[config.mk]
export PLATFORM = sky130hd
export DESIGN_NAME = shell_command_lexer
export DESIGN_NICKNAME = d
export VERILOG_FILES = /design/src/rtl/core/scl_pkg.sv /design/src/rtl/core/scl_lexer.sv /design/src/rtl/core/scl_grp_fifo.sv /design/src/rtl/core/scl_serializer.sv /design/src/rtl/core/shell_command_lexer.sv
export VERILOG_INCLUDE_DIRS = /design/src /design/src/rtl/core
export SDC_FILE = /design/constraint.sdc
export NUM_CORES = 1
export LEC_CHECK = 0
export BUFFER_PORTS_ARGS = -buffer_cell sky130_fd_sc_hd__buf_2
export CORE_ASPECT_RATIO = 1.25
export CORE_MARGIN = 5
export CORE_UTILIZATION = 40
export CTS_CLUSTER_DIAMETER = 60
export DETAILED_ROUTE_END_ITERATION = 12
export GPL_ROUTABILITY_DRIVEN = 0
export PLACE_DENSITY = 0.61
export SETUP_SLACK_MARGIN = 0.05
export SLEW_MARGIN = 20
export SYNTH_ARGS = -nofsm -noshare
export SYNTH_HDL_FRONTEND = slang
export SYNTH_SLANG_ARGS = --single-unit
[constraint.sdc]
create_clock -name aclk -period 19.1 [get_ports aclk]
set_input_delay 3.82 -clock aclk [delete_from_list [all_inputs] [get_ports aclk]]
set_output_delay 3.82 -clock aclk [all_outputs]
set_load 0.01 [all_outputs]
[src/rtl/core/shell_command_lexer_assert.svh]
// ----------------------------------------------------------------------------
// Shell command lexer assertion macros
// Concurrent assertion wrappers; they expand to nothing when SYNTH is set.
// ----------------------------------------------------------------------------
`ifndef SHELL_COMMAND_LEXER_ASSERT_SVH
`define SHELL_COMMAND_LEXER_ASSERT_SVH

`ifndef SYNTH

// Check a property on every clock edge outside reset.
`define SCL_ASSERT(label, clk, rstn, prop) \
    label: assert property (@(posedge clk) disable iff (!(rstn)) (prop)) \
        else $error("shell command lexer: assertion failed");

// Check a property on every clock edge, reset included.
`define SCL_ASSERT_ALWAYS(label, clk, prop) \
    label: assert property (@(posedge clk) (prop)) \
        else $error("shell command lexer: reset assertion failed");

`else

`define SCL_ASSERT(label, clk, rstn, prop)
`define SCL_ASSERT_ALWAYS(label, clk, prop)

`endif

`endif

[src/rtl/core/scl_pkg.sv]
// ----------------------------------------------------------------------------
// scl_pkg
// Shared types and constants of the shell command lexer.
// ----------------------------------------------------------------------------
`default_nettype none

package scl_pkg;

    // Word storage limit: a word keeps at most MAX_WORD-1 bytes
    localparam int MAX_WORD  = 4096;
    localparam int CNT_W     = $clog2(MAX_WORD);
    localparam int LEN_W     = 12;

    // Results per input byte and the result-group queue
    localparam int MAX_RES   = 4;
    localparam int RES_IDX_W = $clog2(MAX_RES);
    localparam int GRP_DEPTH = 4;
    localparam int GRP_PTR_W = $clog2(GRP_DEPTH);

    localparam logic [CNT_W-1:0] WORD_LIMIT = CNT_W'(MAX_WORD - 1);

    // Character codes
    localparam logic [7:0] CH_DOLLAR = 8'h24;
    localparam logic [7:0] CH_STAR   = 8'h2A;
    localparam logic [7:0] CH_QMARK  = 8'h3F;
    localparam logic [7:0] CH_SEMI   = 8'h3B;
    localparam logic [7:0] CH_PIPE   = 8'h7C;
    localparam logic [7:0] CH_AMP    = 8'h26;
    localparam logic [7:0] CH_GT     = 8'h3E;
    localparam logic [7:0] CH_LT     = 8'h3C;
    localparam logic [7:0] CH_BSLASH = 8'h5C;
    localparam logic [7:0] CH_SQUOTE = 8'h27;
    localparam logic [7:0] CH_DQUOTE = 8'h22;
    localparam logic [7:0] CH_SPACE  = 8'h20;
    localparam logic [7:0] CH_TAB    = 8'h09;
    localparam logic [7:0] CH_LF     = 8'h0A;
    localparam logic [7:0] CH_VT     = 8'h0B;
    localparam logic [7:0] CH_FF     = 8'h0C;
    localparam logic [7:0] CH_CR     = 8'h0D;

    typedef enum logic [3:0] {
        KIND_WORD_BYTE = 4'd0,
        KIND_WORD_END  = 4'd1,
        KIND_SEMI      = 4'd2,
        KIND_PIPE      = 4'd3,
        KIND_OR        = 4'd4,
        KIND_AND       = 4'd5,
        KIND_BG        = 4'd6,
        KIND_OUT       = 4'd7,
        KIND_APPEND    = 4'd8,
        KIND_IN        = 4'd9,
        KIND_EOL       = 4'd10
    } kind_t;

    typedef enum logic [1:0] {
        QUOTE_NONE   = 2'd0,
        QUOTE_SINGLE = 2'd1,
        QUOTE_DOUBLE = 2'd2
    } quote_t;

    typedef enum logic [1:0] {
        ERR_NONE   = 2'd0,
        ERR_TRUNC  = 2'd1,
        ERR_UNTERM = 2'd2
    } err_t;

    // Operator byte waiting for a possible second byte
    typedef enum logic [1:0] {
        PEND_NONE = 2'd0,
        PEND_PIPE = 2'd1,
        PEND_AMP  = 2'd2,
        PEND_GT   = 2'd3
    } pend_t;

    typedef struct packed {
        kind_t            kind;
        logic [7:0]       word_byte;
        quote_t           quoting;
        logic             has_var;
        logic             has_glob;
        logic [LEN_W-1:0] word_length;
        err_t             error;
    } res_t;

    // All results caused by one input byte, in order
    typedef struct packed {
        logic [RES_IDX_W-1:0]    last_idx;
        res_t [MAX_RES-1:0]      res;
    } grp_t;

endpackage

`default_nettype wire

[src/rtl/core/scl_lexer.sv]
// ----------------------------------------------------------------------------
// scl_lexer
// Input register, tokenizer state and the single-pass next-state logic that
// turns one byte into a group of up to four results.
// ----------------------------------------------------------------------------
`default_nettype none

module scl_lexer
    import scl_pkg::*;
(
    input  wire logic       aclk,
    input  wire logic       aresetn,
    input  wire logic       in_valid,
    output logic            in_ready,
    input  wire logic [7:0] in_ch,
    input  wire logic       in_line_end,
    output logic            grp_valid,
    input  wire logic       grp_ready,
    output grp_t            grp
);

    localparam int NSLOT     = 6;
    localparam int SLOT_PEND = 0;
    localparam int SLOT_BYTE = 1;
    localparam int SLOT_WEND = 2;
    localparam int SLOT_OP   = 3;
    localparam int SLOT_UNT  = 4;
    localparam int SLOT_EOL  = 5;

    function automatic logic is_ws(logic [7:0] c);
        return c == CH_SPACE || c == CH_TAB || c == CH_LF || c == CH_CR ||
               c == CH_VT || c == CH_FF;
    endfunction

    function automatic pend_t op_of(logic [7:0] c);
        pend_t p;
        p = PEND_NONE;
        if (c == CH_PIPE) p = PEND_PIPE;
        else if (c == CH_AMP) p = PEND_AMP;
        else if (c == CH_GT) p = PEND_GT;
        return p;
    endfunction

    function automatic kind_t single_kind(pend_t p);
        kind_t k;
        unique case (p)
            PEND_PIPE: k = KIND_PIPE;
            PEND_AMP:  k = KIND_BG;
            default:   k = KIND_OUT;
        endcase
        return k;
    endfunction

    function automatic kind_t double_kind(pend_t p);
        kind_t k;
        unique case (p)
            PEND_PIPE: k = KIND_OR;
            PEND_AMP:  k = KIND_AND;
            default:   k = KIND_APPEND;
        endcase
        return k;
    endfunction

    function automatic logic [7:0] double_char(pend_t p);
        logic [7:0] c;
        unique case (p)
            PEND_PIPE: c = CH_PIPE;
            PEND_AMP:  c = CH_AMP;
            default:   c = CH_GT;
        endcase
        return c;
    endfunction

    function automatic res_t op_result(kind_t k);
        res_t r;
        r      = '0;
        r.kind = k;
        return r;
    endfunction

    function automatic res_t word_end(quote_t q, logic v, logic g,
                                      logic [CNT_W-1:0] n, err_t e);
        res_t r;
        r             = '0;
        r.kind        = KIND_WORD_END;
        r.quoting     = q;
        r.has_var     = v;
        r.has_glob    = g;
        r.word_length = LEN_W'(n);
        r.error       = e;
        return r;
    endfunction

    // Input register
    logic       in_valid_reg;
    logic [7:0] in_ch_reg;
    logic       in_end_reg;

    // Tokenizer state
    logic             in_word_reg,  in_word_next;
    quote_t           quote_reg,    quote_next;
    logic             var_reg,      var_next;
    logic             glob_reg,     glob_next;
    logic             bs_reg,       bs_next;
    logic [CNT_W-1:0] count_reg,    count_next;
    logic             ovf_reg,      ovf_next;
    pend_t            pend_reg,     pend_next;

    res_t                 cand [NSLOT];
    logic [NSLOT-1:0]     cand_v;
    logic [RES_IDX_W:0]   res_cnt;
    res_t [MAX_RES-1:0]   res_pack;
    logic                 advance;

    // Work out next state and the candidate results for the held byte
    always_comb begin : lex_next
        logic   esc;
        logic   consumed;
        logic   do_store;
        logic   end_now;
        logic   start_word;
        quote_t start_quote;
        logic   start_var;
        logic   start_glob;
        pend_t  code;

        in_word_next = in_word_reg;
        quote_next   = quote_reg;
        var_next     = var_reg;
        glob_next    = glob_reg;
        bs_next      = bs_reg;
        count_next   = count_reg;
        ovf_next     = ovf_reg;
        pend_next    = PEND_NONE;
        cand_v       = '0;
        for (int i = 0; i < NSLOT; i++) begin
            cand[i] = '0;
        end
        esc         = bs_reg;
        consumed    = 1'b0;
        do_store    = 1'b0;
        end_now     = 1'b0;
        start_word  = 1'b0;
        start_quote = QUOTE_NONE;
        start_var   = 1'b0;
        start_glob  = 1'b0;
        code        = op_of(in_ch_reg);

        // Resolve a held operator: double it or emit the single form
        if (pend_reg != PEND_NONE) begin
            cand_v[SLOT_PEND] = 1'b1;
            if (in_ch_reg == double_char(pend_reg)) begin
                cand[SLOT_PEND] = op_result(double_kind(pend_reg));
                consumed        = 1'b1;
            end else begin
                cand[SLOT_PEND] = op_result(single_kind(pend_reg));
            end
        end

        if (!consumed) begin
            if (!in_word_reg) begin
                // Between words
                priority if (is_ws(in_ch_reg)) begin
                    start_word = 1'b0;
                end else if (in_ch_reg == CH_SEMI) begin
                    cand_v[SLOT_OP] = 1'b1;
                    cand[SLOT_OP]   = op_result(KIND_SEMI);
                end else if (in_ch_reg == CH_LT) begin
                    cand_v[SLOT_OP] = 1'b1;
                    cand[SLOT_OP]   = op_result(KIND_IN);
                end else if (code != PEND_NONE) begin
                    if (in_end_reg) begin
                        cand_v[SLOT_OP] = 1'b1;
                        cand[SLOT_OP]   = op_result(single_kind(code));
                    end else begin
                        pend_next = code;
                    end
                end else if (in_ch_reg == CH_SQUOTE || in_ch_reg == CH_DQUOTE) begin
                    start_word  = 1'b1;
                    start_quote = (in_ch_reg == CH_SQUOTE) ? QUOTE_SINGLE : QUOTE_DOUBLE;
                end else if (!in_end_reg) begin
                    start_word = 1'b1;
                    start_var  = (in_ch_reg == CH_DOLLAR);
                    start_glob = (in_ch_reg == CH_STAR || in_ch_reg == CH_QMARK);
                    do_store   = 1'b1;
                end else begin
                    // Drop a plain byte at line end
                    start_word = 1'b0;
                end
            end else if ((quote_reg == QUOTE_NONE && (in_end_reg || is_ws(in_ch_reg))) ||
                         (quote_reg == QUOTE_SINGLE && in_ch_reg == CH_SQUOTE) ||
                         (quote_reg == QUOTE_DOUBLE && in_ch_reg == CH_DQUOTE)) begin
                // Close the word
                end_now = 1'b1;
            end else if (quote_reg != QUOTE_SINGLE && in_ch_reg == CH_DOLLAR && !esc) begin
                var_next = 1'b1;
                do_store = 1'b1;
            end else if (quote_reg == QUOTE_NONE && !esc) begin
                // Unquoted word: operators split it
                priority if (in_ch_reg == CH_STAR || in_ch_reg == CH_QMARK) begin
                    glob_next = 1'b1;
                    do_store  = 1'b1;
                end else if (in_ch_reg == CH_SEMI) begin
                    end_now         = 1'b1;
                    cand_v[SLOT_OP] = 1'b1;
                    cand[SLOT_OP]   = op_result(KIND_SEMI);
                end else if (in_ch_reg == CH_LT) begin
                    end_now         = 1'b1;
                    cand_v[SLOT_OP] = 1'b1;
                    cand[SLOT_OP]   = op_result(KIND_IN);
                end else if (code != PEND_NONE) begin
                    end_now   = 1'b1;
                    pend_next = code;
                end else begin
                    do_store = 1'b1;
                end
            end else begin
                do_store = 1'b1;
            end
        end

        // Finish the current word
        if (end_now) begin
            cand_v[SLOT_WEND] = 1'b1;
            cand[SLOT_WEND]   = word_end(quote_reg, var_reg, glob_reg, count_reg,
                                         ovf_reg ? ERR_TRUNC : ERR_NONE);
            in_word_next = 1'b0;
            quote_next   = QUOTE_NONE;
            var_next     = 1'b0;
            glob_next    = 1'b0;
            bs_next      = 1'b0;
            count_next   = '0;
            ovf_next     = 1'b0;
        end

        // Open a new word
        if (start_word) begin
            in_word_next = 1'b1;
            quote_next   = start_quote;
            var_next     = start_var;
            glob_next    = start_glob;
            bs_next      = 1'b0;
            count_next   = '0;
            ovf_next     = 1'b0;
        end

        // Store the byte, or mark the word truncated
        if (do_store) begin
            if (count_next < WORD_LIMIT) begin
                cand_v[SLOT_BYTE]         = 1'b1;
                cand[SLOT_BYTE]           = op_result(KIND_WORD_BYTE);
                cand[SLOT_BYTE].word_byte = in_ch_reg;
                count_next                = count_next + 1'b1;
                bs_next                   = (in_ch_reg == CH_BSLASH);
            end else begin
                ovf_next = 1'b1;
            end
        end

        // Close the line: flag an open quote, emit end of line, reset
        if (in_end_reg) begin
            if (in_word_next) begin
                cand_v[SLOT_UNT] = 1'b1;
                cand[SLOT_UNT]   = word_end(quote_next, var_next, glob_next, count_next,
                                            ERR_UNTERM);
            end
            cand_v[SLOT_EOL] = 1'b1;
            cand[SLOT_EOL]   = op_result(KIND_EOL);
            in_word_next     = 1'b0;
            quote_next       = QUOTE_NONE;
            var_next         = 1'b0;
            glob_next        = 1'b0;
            bs_next          = 1'b0;
            count_next       = '0;
            ovf_next         = 1'b0;
            pend_next        = PEND_NONE;
        end
    end

    // Pack the valid candidates in order
    always_comb begin
        res_cnt  = '0;
        res_pack = '0;
        for (int i = 0; i < NSLOT; i++) begin
            if (cand_v[i] && res_cnt < (RES_IDX_W+1)'(MAX_RES)) begin
                res_pack[res_cnt[RES_IDX_W-1:0]] = cand[i];
                res_cnt                          = res_cnt + 1'b1;
            end
        end
    end

    assign grp_valid = in_valid_reg && (res_cnt != '0);
    assign grp       = '{last_idx: RES_IDX_W'(res_cnt - 1'b1), res: res_pack};

    // Advance when the group is taken, or when the byte gives no result
    assign advance  = in_valid_reg && (grp_ready || res_cnt == '0);
    assign in_ready = !in_valid_reg || advance;

    // Hold the accepted byte
    always_ff @(posedge aclk) begin
        if (!aresetn) begin
            in_valid_reg <= 1'b0;
        end else if (in_ready) begin
            in_valid_reg <= in_valid;
        end
    end

    always_ff @(posedge aclk) begin
        if (in_ready && in_valid) begin
            in_ch_reg  <= in_ch;
            in_end_reg <= in_line_end;
        end
    end

    // Update tokenizer state once per byte
    always_ff @(posedge aclk) begin
        if (!aresetn) begin
            in_word_reg <= 1'b0;
            quote_reg   <= QUOTE_NONE;
            var_reg     <= 1'b0;
            glob_reg    <= 1'b0;
            bs_reg      <= 1'b0;
            count_reg   <= '0;
            ovf_reg     <= 1'b0;
            pend_reg    <= PEND_NONE;
        end else if (advance) begin
            in_word_reg <= in_word_next;
            quote_reg   <= quote_next;
            var_reg     <= var_next;
            glob_reg    <= glob_next;
            bs_reg      <= bs_next;
            count_reg   <= count_next;
            ovf_reg     <= ovf_next;
            pend_reg    <= pend_next;
        end
    end

endmodule

`default_nettype wire

[src/rtl/core/scl_grp_fifo.sv]
// ----------------------------------------------------------------------------
// scl_grp_fifo
// Small queue of result groups between the lexer and the output stage.
// ----------------------------------------------------------------------------
`default_nettype none

module scl_grp_fifo
    import scl_pkg::*;
(
    input  wire logic aclk,
    input  wire logic aresetn,
    input  wire logic push_valid,
    output logic      push_ready,
    input  wire grp_t push_grp,
    output logic      pop_valid,
    input  wire logic pop_ready,
    output grp_t      pop_grp
);

    localparam int FILL_W = GRP_PTR_W + 1;

    grp_t                 mem_reg [GRP_DEPTH];
    logic [GRP_PTR_W-1:0] wr_ptr_reg;
    logic [GRP_PTR_W-1:0] rd_ptr_reg;
    logic [FILL_W-1:0]    fill_reg;
    logic                 push;
    logic                 pop;

    assign push_ready = (fill_reg != FILL_W'(GRP_DEPTH));
    assign pop_valid  = (fill_reg != '0);
    assign push       = push_valid && push_ready;
    assign pop        = pop_valid && pop_ready;
    assign pop_grp    = mem_reg[rd_ptr_reg];

    // Write the incoming group
    always_ff @(posedge aclk) begin
        if (push) begin
            mem_reg[wr_ptr_reg] <= push_grp;
        end
    end

    // Advance pointers and fill level
    always_ff @(posedge aclk) begin
        if (!aresetn) begin
            wr_ptr_reg <= '0;
            rd_ptr_reg <= '0;
            fill_reg   <= '0;
        end else begin
            if (push) begin
                wr_ptr_reg <= wr_ptr_reg + 1'b1;
            end
            if (pop) begin
                rd_ptr_reg <= rd_ptr_reg + 1'b1;
            end
            if (push && !pop) begin
                fill_reg <= fill_reg + 1'b1;
            end else if (pop && !push) begin
                fill_reg <= fill_reg - 1'b1;
            end
        end
    end

endmodule

`default_nettype wire

[src/rtl/core/scl_serializer.sv]
// ----------------------------------------------------------------------------
// scl_serializer
// Output register: holds one result group and hands out its results one
// transaction at a time, marking the final one.
// ----------------------------------------------------------------------------
`default_nettype none

module scl_serializer
    import scl_pkg::*;
(
    input  wire logic aclk,
    input  wire logic aresetn,
    input  wire logic grp_valid,
    output logic      grp_ready,
    input  wire grp_t grp,
    output logic      out_valid,
    input  wire logic out_ready,
    output res_t      out_res,
    output logic      out_last
);

    logic                 busy_reg;
    logic [RES_IDX_W-1:0] idx_reg;
    grp_t                 grp_reg;
    logic                 is_last;
    logic                 load;

    assign is_last   = (idx_reg == grp_reg.last_idx);
    assign grp_ready = !busy_reg || (out_ready && is_last);
    assign load      = grp_valid && grp_ready;

    assign out_valid = busy_reg;
    assign out_res   = grp_reg.res[idx_reg];
    assign out_last  = is_last;

    // Step through the group, load the next one after its final result
    always_ff @(posedge aclk) begin
        if (!aresetn) begin
            busy_reg <= 1'b0;
            idx_reg  <= '0;
        end else if (load) begin
            busy_reg <= 1'b1;
            idx_reg  <= '0;
        end else if (busy_reg && out_ready) begin
            if (is_last) begin
                busy_reg <= 1'b0;
            end else begin
                idx_reg <= idx_reg + 1'b1;
            end
        end
    end

    always_ff @(posedge aclk) begin
        if (load) begin
            grp_reg <= grp;
        end
    end

endmodule

`default_nettype wire

[src/rtl/core/shell_command_lexer.sv]
// ----------------------------------------------------------------------------
// shell_command_lexer
// Streaming tokenizer for one shell command line per line_end.
// ----------------------------------------------------------------------------
// Usage:
//   s_* takes one byte of the command line per transaction; s_line_end marks
//   the line's last byte. m_* gives the results: word bytes, word ends with
//   quoting, flags, length and error, operators and an end-of-line token.
//   m_last marks the final result caused by one input byte.
// Path: the first result of a byte passes the input register, the group
//   queue and the output register before it is presented.
// Throughput: one byte per cycle while each byte gives at most one result
//   and m_ready is high; a byte's results leave one per output transaction,
//   and a four-group queue absorbs bursts. Bytes that give no result
//   (whitespace, held operators, opening quotes) are not queued.
// Reset: aresetn (synchronous, active low) empties the queue and the output
//   register and returns the tokenizer to the start of a line.
// Stall: while m_ready is low the output holds; the queue fills and then
//   s_ready drops until space returns.
// ----------------------------------------------------------------------------
`default_nettype none

`include "shell_command_lexer_assert.svh"

module shell_command_lexer
    import scl_pkg::*;
(
    input  wire logic        aclk,
    input  wire logic        aresetn,
    input  wire logic        s_valid,
    output logic             s_ready,
    input  wire logic [7:0]  s_ch,
    input  wire logic        s_line_end,
    output logic             m_valid,
    input  wire logic        m_ready,
    output logic [3:0]       m_kind,
    output logic [7:0]       m_word_byte,
    output logic [1:0]       m_quoting,
    output logic             m_has_var,
    output logic             m_has_glob,
    output logic [LEN_W-1:0] m_word_length,
    output logic [1:0]       m_error,
    output logic             m_last
);

    logic lex_grp_valid;
    logic lex_grp_ready;
    grp_t lex_grp;
    logic q_grp_valid;
    logic q_grp_ready;
    grp_t q_grp;
    res_t out_res;

    scl_lexer u_lexer (
        .aclk        (aclk),
        .aresetn     (aresetn),
        .in_valid    (s_valid),
        .in_ready    (s_ready),
        .in_ch       (s_ch),
        .in_line_end (s_line_end),
        .grp_valid   (lex_grp_valid),
        .grp_ready   (lex_grp_ready),
        .grp         (lex_grp)
    );

    scl_grp_fifo u_grp_fifo (
        .aclk       (aclk),
        .aresetn    (aresetn),
        .push_valid (lex_grp_valid),
        .push_ready (lex_grp_ready),
        .push_grp   (lex_grp),
        .pop_valid  (q_grp_valid),
        .pop_ready  (q_grp_ready),
        .pop_grp    (q_grp)
    );

    scl_serializer u_serializer (
        .aclk      (aclk),
        .aresetn   (aresetn),
        .grp_valid (q_grp_valid),
        .grp_ready (q_grp_ready),
        .grp       (q_grp),
        .out_valid (m_valid),
        .out_ready (m_ready),
        .out_res   (out_res),
        .out_last  (m_last)
    );

    // Break the result out onto its ports
    assign m_kind        = out_res.kind;
    assign m_word_byte   = out_res.word_byte;
    assign m_quoting     = out_res.quoting;
    assign m_has_var     = out_res.has_var;
    assign m_has_glob    = out_res.has_glob;
    assign m_word_length = out_res.word_length;
    assign m_error       = out_res.error;

    // End of line is always the final result of its byte
    `SCL_ASSERT(a_eol_last, aclk, aresetn, (m_valid && m_kind == KIND_EOL) |-> m_last)

    // Only word ends carry word attributes
    `SCL_ASSERT(a_attr_word_end, aclk, aresetn,
        (m_valid && m_kind != KIND_WORD_END) |->
        (m_quoting == QUOTE_NONE && m_word_length == '0 && m_error == ERR_NONE &&
         !m_has_var && !m_has_glob))

    // An unterminated quote is followed by the end-of-line token
    `SCL_ASSERT(a_unterm_not_last, aclk, aresetn,
        (m_valid && m_kind == KIND_WORD_END && m_error == ERR_UNTERM) |-> !m_last)

    // Reset leaves no result pending anywhere
    `SCL_ASSERT_ALWAYS(a_reset_empty, aclk,
        !aresetn |=> (!m_valid && !lex_grp_valid && !q_grp_valid))

endmodule

`default_nettype wire

; Word level (Yosys, flattened, before mapping)
; Memory sizes are Yosys's and may differ from the RTL's. A register that Yosys moved wholly into a read port is not among the register bits.
; Cells that the tools add are included.
[word_totals]
mem_count = 1
out_inout_bits = 33
elab_cells = 319
mem_bits_rw = 488
input_bits = 13
reg_bits = 41
[op_classes]
muxes = 189
n_reduce_logical = 55
addsub = 12
n_eq_ne = 27
bitwise = 2
n_lt_le_gt_ge = 17
[mem_list]
columns = memory, words, width, read_ports, rd_clocked_by_memory_dff, wr, line_no
row1 = u_grp_fifo.mem_reg, 4, 122, 1, 1, 1, scl_grp_fifo.sv:22  ; grp_t mem_reg [GRP_DEPTH];
[ops]
columns = cell, n
row1 = $mux W30, 23
row2 = $bwmux W120, 5
row3 = $mux W120, 5
row4 = $demux W30 S2, 5
row5 = $mux W1, 103
row6 = $eq A8 B6 Y1 const B, 10
row7 = $bmux W30 S2, 1
row8 = $mux W12, 5
row9 = $mux W60, 1
row10 = $mux W27, 2
row11 = $mux W2, 26
row12 = $eq A8 B4 Y1 const B, 5
row13 = $mux W26, 1
row14 = $logic_and A1 B1 Y1, 25
row15 = $mux W3, 7
row16 = $eq A8 B7 Y1 const B, 2
row17 = $add A3 B1 Y3 const B, 5
row18 = $lt A2 B3 Y1 const B, 5
row19 = $pmux W7 S2, 1
row20 = $logic_or A1 B1 Y1, 13
row21 = $add A12 B1 Y12 const B, 1
row22 = $lt A12 B12 Y1 const B, 1
row23 = $lt A3 B3 Y1 const B, 4
row24 = $pmux W3 S2, 2
row25 = other kinds (23), 44

; Depth between registers and ports, before layout
; Gate-level depths: netlist of the first run.
[depth]
depth_word = 40
mapped_depth = 40
mapped_depth_nobuf = 36

; Modules after synthesis
; From an unflattened synthesis of the first run, not the netlist that was laid out.
[unflattened]
hier_cells = 1430
hier_area_um2 = 26755.7
[modules_own_cells]
columns = module, cells_per_inst, seq_area_each_um2, instances, area_per_inst_um2
row1 = scl_grp_fifo, 686, 14834.2, 1, 18113.6
row2 = scl_serializer, 183, 3723.6, 1, 4625.7
row3 = scl_lexer, 561, 710.7, 1, 4016.4

; Worst setup path before layout of the first run
; OpenSTA, ideal clock, no wires.
[synth_timing]
path_kind = register to output
start = register u_lexer.pend_reg[1]
end = output port s_ready
arrival_ns = 6.203
t_required_ns = 15.280
stages_incl_launch_ff = 33
slack_ns = 9.077
path_buffers = 4
cell_sequence = dfxtp_1 -> inv_1 -> ha_1 -> nor3b_1 -> o22ai_1 -> or3_1 -> buf_2 -> and4b_1 -> a21oi_2 -> buf_4 -> nand2_1 -> inv_1 -> ha_1 -> nand4_1 -> nor2_1 -> nand3_1 -> a31o_4 -> inv_4 -> ha_1 -> clkbuf_1 -> xnor2_1 -> ha_1 -> a21oi_1 -> ha_1 -> inv_1 -> a31o_2 -> buf_2 -> nand3_1 -> xnor2_1 -> ha_1 -> a21boi_0 -> nand3_1 -> nand3_1
[synth_via]
elab_chain_cells = 30
word_cells_on_any_way = 48
classes_between = 5 x add/sub / 6 x order compare / 3 x eq/ne / 24 x mux / 10 x reduce/logical
[synth_rtl]
columns = element, line_no
row1 = "start, declared", scl_lexer.sv:107  ; pend_t pend_reg, pend_next;
row2 = "start signal, assigned", scl_lexer.sv:334  ; pend_reg <= pend_next;
row3 = $eq A2 B2 Y1 or $eq A2 B1 Y1 (tied branches), scl_lexer.sv:66  ; unique case (p)
row4 = $pmux W7 S2, scl_lexer.sv:66
row5 = $mux W8, scl_lexer.sv:150  ; if (pend_reg != PEND_NONE) begin
row6 = $eq A8 B8 Y1, scl_lexer.sv:152  ; if (in_ch_reg == double_char(pend_reg)) begin
row7 = $mux W1, scl_lexer.sv:152
row8 = $mux W1, scl_lexer.sv:150
row9 = $mux W1, scl_lexer.sv:160  ; if (!consumed) begin
row10 = $mux W12, scl_lexer.sv:223  ; if (end_now) begin
row11 = [14 not listed], --
row12 = $mux W3 *, scl_lexer.sv:285  ; if (cand_v[i] && res_cnt < (RES_IDX_W+1)'(MAX_RES)) begin
row13 = $lt A3 B3 Y1, scl_lexer.sv:285
row14 = $logic_and A1 B1 Y1, scl_lexer.sv:285
row15 = $mux W3 *, scl_lexer.sv:285
row16 = $logic_not A3 Y1 *, scl_lexer.sv:296  ; assign advance = in_valid_reg && (grp_ready || res_cnt == '0);
row17 = $logic_or A1 B1 Y1 *, scl_lexer.sv:296
row18 = $logic_and A1 B1 Y1 *, scl_lexer.sv:296
row19 = $logic_or A1 B1 Y1 *, scl_lexer.sv:297  ; assign in_ready = !in_valid_reg || advance;
row20 = "end, declared", shell_command_lexer.sv:31  ; output logic s_ready,
; Mark *: on every way between the ends. The rest lies on a longest branch, timed or not. The select of a mux whose other input is x is not followed.

; Worst setup path in the final report of the first run
[layout_timing]
start = register u_lexer.in_ch_reg[1]
end = output port s_ready
[layout_via]
elab_chain_cells = 37
word_cells_on_any_way = 112
classes_between = 4 x add/sub / 5 x order compare / 17 x eq/ne / 61 x mux / 25 x reduce/logical
[layout_rtl]
columns = element, line_no
row1 = "start, declared", scl_lexer.sv:96  ; logic [7:0] in_ch_reg;
row2 = "start signal, assigned", scl_lexer.sv:310  ; in_ch_reg <= in_ch;
row3 = $eq A8 B6 Y1, scl_lexer.sv:40  ; else if (c == CH_GT) p = PEND_GT;
row4 = $mux W2, scl_lexer.sv:40
row5 = $mux W2, scl_lexer.sv:39  ; else if (c == CH_AMP) p = PEND_AMP;
row6 = $mux W2, scl_lexer.sv:38  ; if (c == CH_PIPE) p = PEND_PIPE;
row7 = $reduce_bool A2 Y1, "scl_lexer.sv:171, scl_lexer.sv:211"
row8 = $mux W1, scl_lexer.sv:211  ; end else if (code != PEND_NONE) begin
row9 = $mux W1, scl_lexer.sv:207  ; end else if (in_ch_reg == CH_LT) begin
row10 = $mux W1, scl_lexer.sv:203  ; end else if (in_ch_reg == CH_SEMI) begin
row11 = [21 not listed], --
row12 = $mux W3 *, scl_lexer.sv:285
row13 = $lt A3 B3 Y1, scl_lexer.sv:285
row14 = $logic_and A1 B1 Y1, scl_lexer.sv:285
row15 = $mux W3 *, scl_lexer.sv:285
row16 = $logic_not A3 Y1 *, scl_lexer.sv:296
row17 = $logic_or A1 B1 Y1 *, scl_lexer.sv:296
row18 = $logic_and A1 B1 Y1 *, scl_lexer.sv:296
row19 = $logic_or A1 B1 Y1 *, scl_lexer.sv:297
; Mark *: on every way between the ends. The rest lies on a longest branch, timed or not.

==> flow_summary_export.csv, run 1 <==
group,metric,value,unit
placement,dpl-instance-area,0.02453,sq mm
routing,ant_nets,0,
flow_run,maxCapViolCount,0,
clock_tree,cts-root-buf,"clkbuf_16",
cells_and_area,layout-drive-gt1-share,20.71,%
cells_and_area,n_antenna_cell,0,
synthesis,syn_avg_cell_area,17.69,sq um
power_and_ir_drop,p_per_area,122.6,mW/mm^2
synthesis,yosysSeqAreaShare,71.45,%
timing,worst-slew-pin-transition,1.099,ns
power_and_ir_drop,sequentialPowerShare,51.9,%
timing,final_hold_viol_count,0,
power_and_ir_drop,power.switching,833.3,uW
timing,fin_ws,6.770,ns
timing,rsz0062_at_grt,"false",
timing,slew_violations,0,
synthesis,syn_inst,1331,
floorplan,num_rows,99,
timing,max_freq,0.08110,GHz
clock_tree,clock_path_buffers,3,
setup_path,critPathKind,"reg2out",
global_routing,grt_use_total,15.92,%
clock_tree,clkSinkCount,571,
setup_path,slowest_stage,"edfxtp_1",
global_routing,first_global_vias,12613,
routing,drc_errors,0,
synthesis,ys_types,78,
clock_tree,cts_made_buffers,53,
floorplan,die_w,227.0,um
timing,period_share,64.56,%
timing,hold_slack,0.5001,ns
timing,setup_viol_count_final,0,
floorplan,start_util,40.36,%
cells_and_area,synthToLayoutAreaGrowth,10.99,%
setup_path,r2r_start,"u_lexer.in_ch_reg[1]$_DFFE_PP_",
power_and_ir_drop,intPower,2.372,mW
min_path,worstHoldPathCells,2,
routing,vias_per_cell,5.637,
clock_tree,post_cts_buffers,0,
setup_path,start_kind,"flip-flop",
power_and_ir_drop,sw_frac_of_total,26.00,%
timing,finClkSkew,0.01974,ns
power_and_ir_drop,comb_power_share,17.4,%
cells_and_area,stdcell_area,0.02614,sq mm
placement,dp_hpwl,30110,um
setup_path,cp.required,15.28,ns
power_and_ir_drop,leakage,8.075,nW
timing,maxSlewHeadroom,26.72,%
global_routing,grt_first_pass_wirelength,77050,um
setup_path,worstPathMaxFanout,21,
clock_tree,clk_latency,0.60,ns
routing,dr_total_vias,12244,
floorplan,fp.dieH,281.3,um
placement,place_ws,7.566,ns
clock_tree,clk_pin_slew_worst_paths,0.06,ns
min_path,holdPathEnd,"u_lexer.pend_reg[0]$_SDFFE_PN0P_",
synthesis,syn_area,0.02355,sq mm
setup_path,cp_data_arrival_time,8.51,ns
setup_path,timing.rr.end,"u_grp_fifo.mem_reg[1][39]$_DFFE_PP_",
cells_and_area,largest_reg_flops,424,
floorplan,io_pins,46,
global_routing,antenna_found_initial,0,
routing,drt_first_pass_iters,5,
timing,fin_crit,12.33,ns
clock_tree,cts_hold_buffers,0,
setup_path,crit_start,"u_lexer.in_ch_reg[1]$_DFFE_PP_",
status,status,"finished, final reports clean",
routing,first_iter_violations,947,
synthesis,yosys_warnings,0,
power_and_ir_drop,clockPowerShare,30.7,%
global_routing,gr-total-overflow,0,
clock_tree,cts_resized,0,
synthesis,synth-main-ff-cell,"edfxtp_1",
floorplan,coreArea,0.05834,sq mm
synthesis,synth_edf_count,539,
min_path,min_path_type,"reg2reg",
setup_path,endpoint_kind,"output port",
floorplan,die-area,0.06386,sq mm
synthesis,synth_seq_cells,571,
routing,avgRoutedWirePerCell,23.24,um
clock_tree,cts.htree.levels,2,
setup_path,r2r.worst_path.cells,28,
cells_and_area,fin_nets,1415,
timing,fin_setup_tns,0,ns
setup_path,crit_path_max_incr_delay,0.65,ns
synthesis,synthArstFlopShare,0,%
power_and_ir_drop,irDropWorstVdd,0.09021,mV
setup_path,crit_path_frequent_cell,"ha_1",
routing,routed_wl,50480,um
clock_tree,cts_tree,"done",
placement,io_buffers,45,
setup_path,reg2reg_slack,9.32,ns
global_routing,grt_max_degree,69,
min_path,min_from,"u_lexer.pend_reg[0]$_SDFFE_PN0P_",
layout by cell type, fill, tap and decap left out, drive strengths merged, types with 14 or more instances in the layout:
cell    netlist  layout
clkinv        0      22
mux4        128     128
o21ai        43      43
nor3         18      18
and2         37      37
nor2         70      70
nand3        31      31
buf          32      56
inv          34      36
mux2i        15      15
ha           25      25
dfxtp        32      32
nand2        63      63
a31oi        14      14
edfxtp      539     539
clkbuf       41      65
xnor2        14      14
a21oi        44      44
logic make-up (layout without fill, tap and decap cells):
| group | after synthesis | in the layout | share of synthesized area, % |
|---|---|---|---|
| flops | 571 | 571 | 71.45 |
| simple gates | 289 | 289 | 6.466 |
| compound gates | 173 | 173 | 5.074 |
| mux | 144 | 144 | 12.93 |
| buf+inv | 107 | 184 | 1.907 |
| fa+ha+maj | 26 | 26 | 1.413 |
| xor+xnor | 20 | 20 | 0.7439 |
| other cells | 1 | 8 | 0.01592 |
worst max-delay path, delay by kind of cell, from the launching register on:
kind / cells / cell delay, ns
and+or+nand+nor: 10 / 2.71
DFF: 1 / 0.65
AOI/OAI and AO/OA: 6 / 1.90
xor gates and xnor gates: 2 / 0.65
adders and majority gates: 5 / 1.51
buffers and inverters: 4 / 0.47
worst max path at each step:
| stage | end | slack, ns | depth (start not counted) |
|---|---|---|---|
| floorplan | s_ready | 9.08 | 32 |
| global placement | s_ready | 7.83 | 29 |
| detailed placement | s_ready | 7.57 | 27 |
| CTS | s_ready | 6.88 | 27 |
| global route | s_ready | 6.23 | 29 |
| finish | s_ready | 6.77 | 27 |
layout make-up:
| type | count | area [sq um] |
|---|---|---|
| inverter | 34 | 132.6 |
| multi-input combinational | 660 | 6310 |
| clock buffer | 65 | 1371 |
| tap | 757 | 947.2 |
| timing repair buffer | 56 | 307.8 |
| fill | 4978 | 32210 |
| clock inverter | 29 | 231.5 |
| sequential | 571 | 16840 |
Yosys cell counts, drive strengths merged, types with 10 or more instances:
cell	instances	share of area (%)
inv	34	0.55
xnor2	14	0.52
nor2	70	1.1
dfxtp	32	2.7
ha	25	1.3
mux2i	15	0.64
a21oi	44	0.97
mux4	128	12
clkbuf	41	0.65
o21ai	43	0.91
edfxtp	539	69
nand2	63	1.0
nor3	18	0.45
nand4	13	0.35
and2	37	0.98
nand3	31	0.66
and3	10	0.29
a31oi	14	0.40
buf	32	0.70
stage by stage:
stage	cells	utilization, %	power, mW
2_1_floorplan	1338	-	2.079
3_3_place_gp	2078	42.05	2.259
3_5_place_dp	2078	42.05	2.271
4_1_cts	2172	44.80	3.255
5_1_grt	2172	44.80	3.352
6_report	2172	44.80	3.206
power by group through the flow:
stage	registers [mW]	logic (mW)	clock network, mW
after floorplan	1.65	0.427	0
after global placement	1.69	0.572	0
after global routing	1.68	0.608	1.06
after CTS	1.67	0.577	1.01
final	1.66	0.557	0.985
after detailed placement	1.69	0.576	0
routing by layer:
| metal | global-route usage, % | vias to the layer above | share of wire [%] |
|---|---|---|---|
| met5 | 0 | - | 0 |
| met4 | 5.015 | 0 | 2.9 |
| met3 | 2.591 | 95 | 5.0 |
| met2 | 27.39 | 382 | 51 |
| met1 | 20.86 | 6360 | 41 |
| li1 | - | 5407 | - |
No activity file was read; power rests on OpenSTA's default activity.
==> run 2, diff against run 1 <==
- PLACE_DENSITY: 0.61 -> 0.63
- clock period: 19.1 -> 11.3 ns (I/O delays scaled with it)
==> run 2 against run 1 <==
Register-to-register slack got worse by 7.2 ns. Highest routed layer unchanged. Worst setup slack got worse by 5.9 ns. Global-route usage fell by 0.15 points. Hold slack got worse by 0.019 ns. Sequential power rose by 69%. Combinational power rose by 68%. First-iteration DRC count rose by 24%. Largest power group unchanged. Total power rose by 71%. Sequential share of layout area fell by 0.35 points.
==> flow_summary_export.csv, run 2 (same netlist as run 1, synthesis figures left out) <==
group,metric,value,unit
clock_tree,cts.htree.levels,2,
clock_tree,cts_tree,"done",
clock_tree,post_cts_buffers,0,
cells_and_area,n_antenna_cell,0,
power_and_ir_drop,irDropWorstVdd,0.1157,mV
global_routing,first_global_vias,12841,
power_and_ir_drop,finalPower,5.475,mW
global_routing,gr-total-overflow,0,
min_path,worstHoldPathCells,2,
setup_path,reg2reg_slack,2.12,ns
setup_path,crit_path_frequent_cell,"ha_1",
cells_and_area,synthToLayoutAreaGrowth,11.59,%
setup_path,timing.rr.end,"u_grp_fifo.mem_reg[2][103]$_DFFE_PP_",
power_and_ir_drop,p_per_area,208.4,mW/mm^2
timing,rsz0062_at_grt,"false",
timing,fin_setup_tns,0,ns
routing,routed_wl,49930,um
setup_path,slowest_stage,"a21oi_2",
setup_path,cp.required,9.04,ns
timing,finClkSkew,0.02427,ns
floorplan,die-area,0.06386,sq mm
cells_and_area,stdcell_area,0.02628,sq mm
setup_path,critPathKind,"reg2out",
timing,period_share,92.22,%
cells_and_area,final_cell_mix,"edfxtp_1, mux4_2, nor2_1, nand2_1, clkbuf_16",
timing,slew_violations,0,
clock_tree,clkSinkCount,571,
routing,avgRoutedWirePerCell,22.88,um
clock_tree,clk_latency,0.58,ns
setup_path,crit_path_max_incr_delay,0.64,ns
routing,drc_errors,0,
setup_path,cp_data_arrival_time,8.16,ns
timing,maxSlewHeadroom,30.20,%
status,status,"finished, final reports clean",
placement,dp_hpwl,30860,um
power_and_ir_drop,leakage,8.157,nW
timing,final_hold_viol_count,0,
min_path,min_from,"u_lexer.pend_reg[0]$_SDFFE_PN0P_",
clock_tree,clk_pin_slew_worst_paths,0.06,ns
floorplan,io_pins,46,
setup_path,r2r.worst_path.cells,30,
cells_and_area,final_common_cell,"edfxtp_1",
setup_path,endpoint_kind,"output port",
cells_and_area,fin_nets,1421,
flow_run,maxCapViolCount,0,
timing,fin_crit,10.42,ns
setup_path,worstPathMaxFanout,14,
clock_tree,cts_made_buffers,52,
placement,dpl-instance-area,0.02459,sq mm
floorplan,die_w,227.0,um
routing,drt_first_pass_iters,7,
clock_tree,cts_hold_buffers,0,
clock_tree,cts-root-buf,"clkbuf_16",
cells_and_area,largest_reg_flops,424,
min_path,min_path_type,"reg2reg",
clock_tree,clock_path_buffers,3,
floorplan,coreArea,0.05834,sq mm
floorplan,fp.dieH,281.3,um
setup_path,start_kind,"flip-flop",
cells_and_area,layout-drive-gt1-share,21.75,%
timing,setup_viol_count_final,0,
global_routing,grt_use_total,15.77,%
placement,place_ws,1.595,ns
floorplan,num_rows,99,
global_routing,grt_first_pass_wirelength,77480,um
routing,vias_per_cell,5.588,
routing,ant_nets,0,
global_routing,antenna_found_initial,0,
timing,fin_ws,0.8794,ns
timing,worst-slew-pin-transition,1.047,ns
global_routing,grt_max_degree,67,
timing,max_freq,0.09596,GHz
timing,hold_slack,0.4809,ns
setup_path,r2r_start,"u_lexer.pend_reg[1]$_SDFFE_PN0P_",
placement,io_buffers,45,
clock_tree,cts_resized,0,
routing,dr_total_vias,12193,
floorplan,start_util,40.36,%
routing,first_iter_violations,1178,
min_path,holdPathEnd,"u_lexer.pend_reg[0]$_SDFFE_PN0P_",
[run 2: per-stage QoR]
stage | util, % | std cells
5_1_grt | 45.04 | 2182
6_report | 45.04 | 2182
3_5_place_dp | 42.14 | 2085
2_1_floorplan | - | 1338
3_3_place_gp | 42.14 | 2085
4_1_cts | 45.03 | 2182
[run 2: layout make-up]
| cell class | instances | area, sq um |
|---|---|---|
| Fill cell | 4934 | 32060 |
| Sequential cell | 571 | 16840 |
| Multi-Input combinational cell | 660 | 6316 |
| Clock inverter | 31 | 311.5 |
| Inverter | 34 | 132.6 |
| Clock buffer | 66 | 1374 |
| Timing Repair Buffer | 63 | 360.3 |
| Tap cell | 757 | 947.2 |
[run 2: how the worst max path moves through the flow]
stage	slack (ns)	start	endpoint	depth (start not counted)
6_report	0.88	u_lexer.pend_reg[1]$_SDFFE_PN0P_	s_ready	29
5_1_grt	0.22	u_lexer.pend_reg[1]$_SDFFE_PN0P_	s_ready	29
2_1_floorplan	2.13	u_lexer.pend_reg[1]$_SDFFE_PN0P_	u_grp_fifo.mem_reg[0][0]$_DFFE_PP_	34
3_3_place_gp	1.81	u_lexer.in_ch_reg[1]$_DFFE_PP_	s_ready	27
3_5_place_dp	1.60	u_lexer.pend_reg[1]$_SDFFE_PN0P_	s_ready	29
4_1_cts	0.97	u_lexer.pend_reg[1]$_SDFFE_PN0P_	s_ready	29
[run 2: power breakdown]
part / total (mW) / internal, mW / switching, mW
registers: 2.81 / 2.68 / 0.133
logic: 0.936 / 0.417 / 0.519
clock network: 1.72 / 0.981 / 0.743
total: 5.48 / 4.08 / 1.40
[run 2: per-layer routing]
metal	GRT usage (%)	vias to the layer above	part of all wire [%]
li1	-	5419	-
met1	20.94	6269	41
met2	27.17	385	51
met3	2.058	120	5.1
met4	5.046	0	3.2
met5	0	-	0
[run 2: worst max-delay path, delay by kind of cell (launching register included)]
family / cells / cell delay [ns]
and+or+nand+nor: 10 / 2.47
adders and majority gates: 7 / 1.98
AOI/OAI and AO/OA: 6 / 1.84
buffers and inverters: 4 / 0.49
DFF: 1 / 0.38
xor gates and xnor gates: 1 / 0.31
muxes: 1 / 0.13
==> run 3, diff against run 2 <==
- CORE_UTILIZATION: 40 -> 29
- GPL_TIMING_DRIVEN: not set -> 0
- PLACE_DENSITY: 0.63 -> 0.5
==> run 3 against run 2 <==
Hold slack better by 0.016 ns. Core utilization is 11 points lower. Cell count grew 17%. Critical path type unchanged. Die area increased by 36%. Routed wire length rose by 18%. Highest routed layer unchanged. Via count is 3.1% higher. Largest cell class unchanged. Count of clock-buffer cells in the layout is 6 higher. Register-to-register slack worse by 0.10 ns. First-iteration DRC count shrank 24%. Fmax down 1.9%.
==> flow_summary_export.csv, run 3 (same netlist as run 1, synthesis figures left out) <==
group,metric,value,unit
clock_tree,clk_pin_slew_worst_paths,0.06,ns
setup_path,worstPathMaxFanout,11,
min_path,min_path_type,"reg2reg",
timing,fin_ws,0.6758,ns
global_routing,antenna_found_initial,0,
timing,maxSlewHeadroom,23.04,%
global_routing,first_global_vias,13217,
setup_path,crit_path_max_incr_delay,0.47,ns
floorplan,start_util,29.34,%
timing,max_freq,0.09412,GHz
clock_tree,cts-root-buf,"clkbuf_16",
setup_path,cp.required,9.04,ns
placement,io_buffers,45,
routing,vias_per_cell,4.909,
placement,dp_hpwl,39510,um
clock_tree,clk_latency,0.61,ns
routing,routed_wl,59030,um
timing,slew_violations,0,
flow_run,maxCapViolCount,0,
floorplan,die_w,264.9,um
global_routing,grt_use_total,13.34,%
timing,period_share,94.02,%
clock_tree,cts.htree.levels,2,
routing,first_iter_violations,901,
cells_and_area,final_cell_mix,"edfxtp_1, mux4_2, buf_2, nor2_1, nand2_1",
setup_path,critPathKind,"reg2out",
timing,worst-slew-pin-transition,1.154,ns
cells_and_area,post-route-util,33.99,%
global_routing,grt_first_pass_wirelength,87080,um
setup_path,endpoint_kind,"output port",
cells_and_area,layout-drive-gt1-share,22.53,%
global_routing,gr-total-overflow,0,
floorplan,num_rows,116,
timing,hold_slack,0.4964,ns
timing,setup_viol_count_final,0,
cells_and_area,synthToLayoutAreaGrowth,15.85,%
floorplan,fp.dieH,328.6,um
power_and_ir_drop,finalPower,5.699,mW
cells_and_area,fillCellCount,7659,
power_and_ir_drop,intPower,4.178,mW
timing,fin_setup_tns,0,ns
setup_path,start_kind,"flip-flop",
floorplan,io_pins,46,
routing,ant_nets,0,
routing,dr_total_vias,12576,
timing,fin_crit,10.62,ns
clock_tree,cts_made_buffers,57,
cells_and_area,n_antenna_cell,0,
power_and_ir_drop,irDropWorstVdd,0.1516,mV
power_and_ir_drop,sequentialPowerShare,48.3,%
power_and_ir_drop,power.switching,1.521,mW
floorplan,die-area,0.08704,sq mm
floorplan,coreArea,0.08026,sq mm
cells_and_area,largest_reg_flops,424,
power_and_ir_drop,comb_power_share,19.8,%
power_and_ir_drop,clockPowerShare,32.0,%
routing,drt_first_pass_iters,6,
clock_tree,clkSinkCount,571,
power_and_ir_drop,leakage,8.461,nW
setup_path,crit_path_frequent_cell,"ha_1",
clock_tree,clock_path_buffers,3,
cells_and_area,fin_nets,1494,
routing,drc_errors,0,
status,status,"finished, final reports clean",
timing,rsz0062_at_grt,"false",
timing,final_hold_viol_count,0,
clock_tree,post_cts_buffers,0,
setup_path,cp_data_arrival_time,8.36,ns
clock_tree,cts_tree,"done",
power_and_ir_drop,p_per_area,208.9,mW/mm^2
placement,place_ws,1.143,ns
timing,finClkSkew,0.03379,ns
power_and_ir_drop,sw_frac_of_total,26.69,%
cells_and_area,final_common_cell,"edfxtp_1",
setup_path,slowest_stage,"edfxtp_1",
routing,avgRoutedWirePerCell,23.04,um
global_routing,grt_max_degree,58,
-- run 3: changes by cell type in the layout (fill, tap and decap cells not counted), moves of 3 or more --
cell and delta:
buf_12 +6, buf_16 +7, buf_2 +21, buf_4 -10, clkbuf_1 +38, clkbuf_16 +5, clkbuf_2 +8, clkinv_1 +7
clkinv_2 -5, clkinvlp_4 -3, dfxtp_1 +4, inv_6 +3
-- run 3: final cells by class --
| class | count | area, sq um | area share [%] |
|---|---|---|---|
| plain buffers | 73 | 340.3 | 1.247 |
| clock buffers | 72 | 1483 | 5.435 |
| clock inverters | 32 | 300.3 | 1.101 |
| inverters | 34 | 135.1 | 0.4953 |
| multi-input cells | 660 | 6331 | 23.21 |
| flip-flops and latches | 571 | 16830 | 61.67 |
| well taps | 1062 | 1329 | 4.870 |
| repair buffers | 58 | 538.0 | 1.972 |
-- run 3: final timing paths --
check	slack, ns	from	cells past startpoint	end
worst max-delay path	0.68	u_lexer.in_ch_reg[1]$_DFFE_PP_	31	s_ready
worst min-delay path	0.50	u_lexer.pend_reg[0]$_SDFFE_PN0P_	2	u_lexer.pend_reg[0]$_SDFFE_PN0P_
worst max register to register	2.02	u_lexer.in_ch_reg[1]$_DFFE_PP_	34	u_grp_fifo.mem_reg[1][64]$_DFFE_PP_
worst min register to register	0.50	u_lexer.pend_reg[0]$_SDFFE_PN0P_	2	u_lexer.pend_reg[0]$_SDFFE_PN0P_
-- run 3: power by group through the flow --
stage / clock network, mW / logic (mW) / registers [mW]
after floorplan: 0 / 0.722 / 2.79
after global placement: 0 / 1.12 / 2.84
after detailed placement: 0 / 1.17 / 2.80
after CTS: 1.87 / 1.18 / 2.75
after global routing: 1.96 / 1.23 / 2.77
final: 1.82 / 1.13 / 2.75
-- run 3: repair_timing --
item                                    CTS  global route
endpoints found under the setup margin    0             1
resized for setup                         0             3
hold buffers                              0             0
hold endpoints to repair                  0             0
-- run 3: routing by layer --
metal	routed length (um)	GRT usage (%)	up-vias	share of wire (%)
met2	30790	24.12	323	52
met5	0	0	-	0
met4	1941	4.411	0	3.3
met3	2354	1.863	94	4.0
met1	23950	16.45	6579	41
li1	-	-	5580	-
-- run 3: worst max-delay path, delay by kind of cell, from the launching register on --
kind                     cells  cell delay [ns]
XOR/XNOR                     2             0.53
adder cells (fa/ha/maj)      5             1.32
AO/OA/AOI/OAI                7             1.99
buffers and inverters        8             1.62
flip-flops                   1             0.47
AND/OR/NAND/NOR              9             1.81
-- run 3: stage by stage --
step | cell area (sq um) | std cells
after global placement | 25130 | 2445
after floorplan | 23580 | 1338
final | 27280 | 2562
after global routing | 27280 | 2562
after CTS | 27260 | 2562
after detailed placement | 25480 | 2458
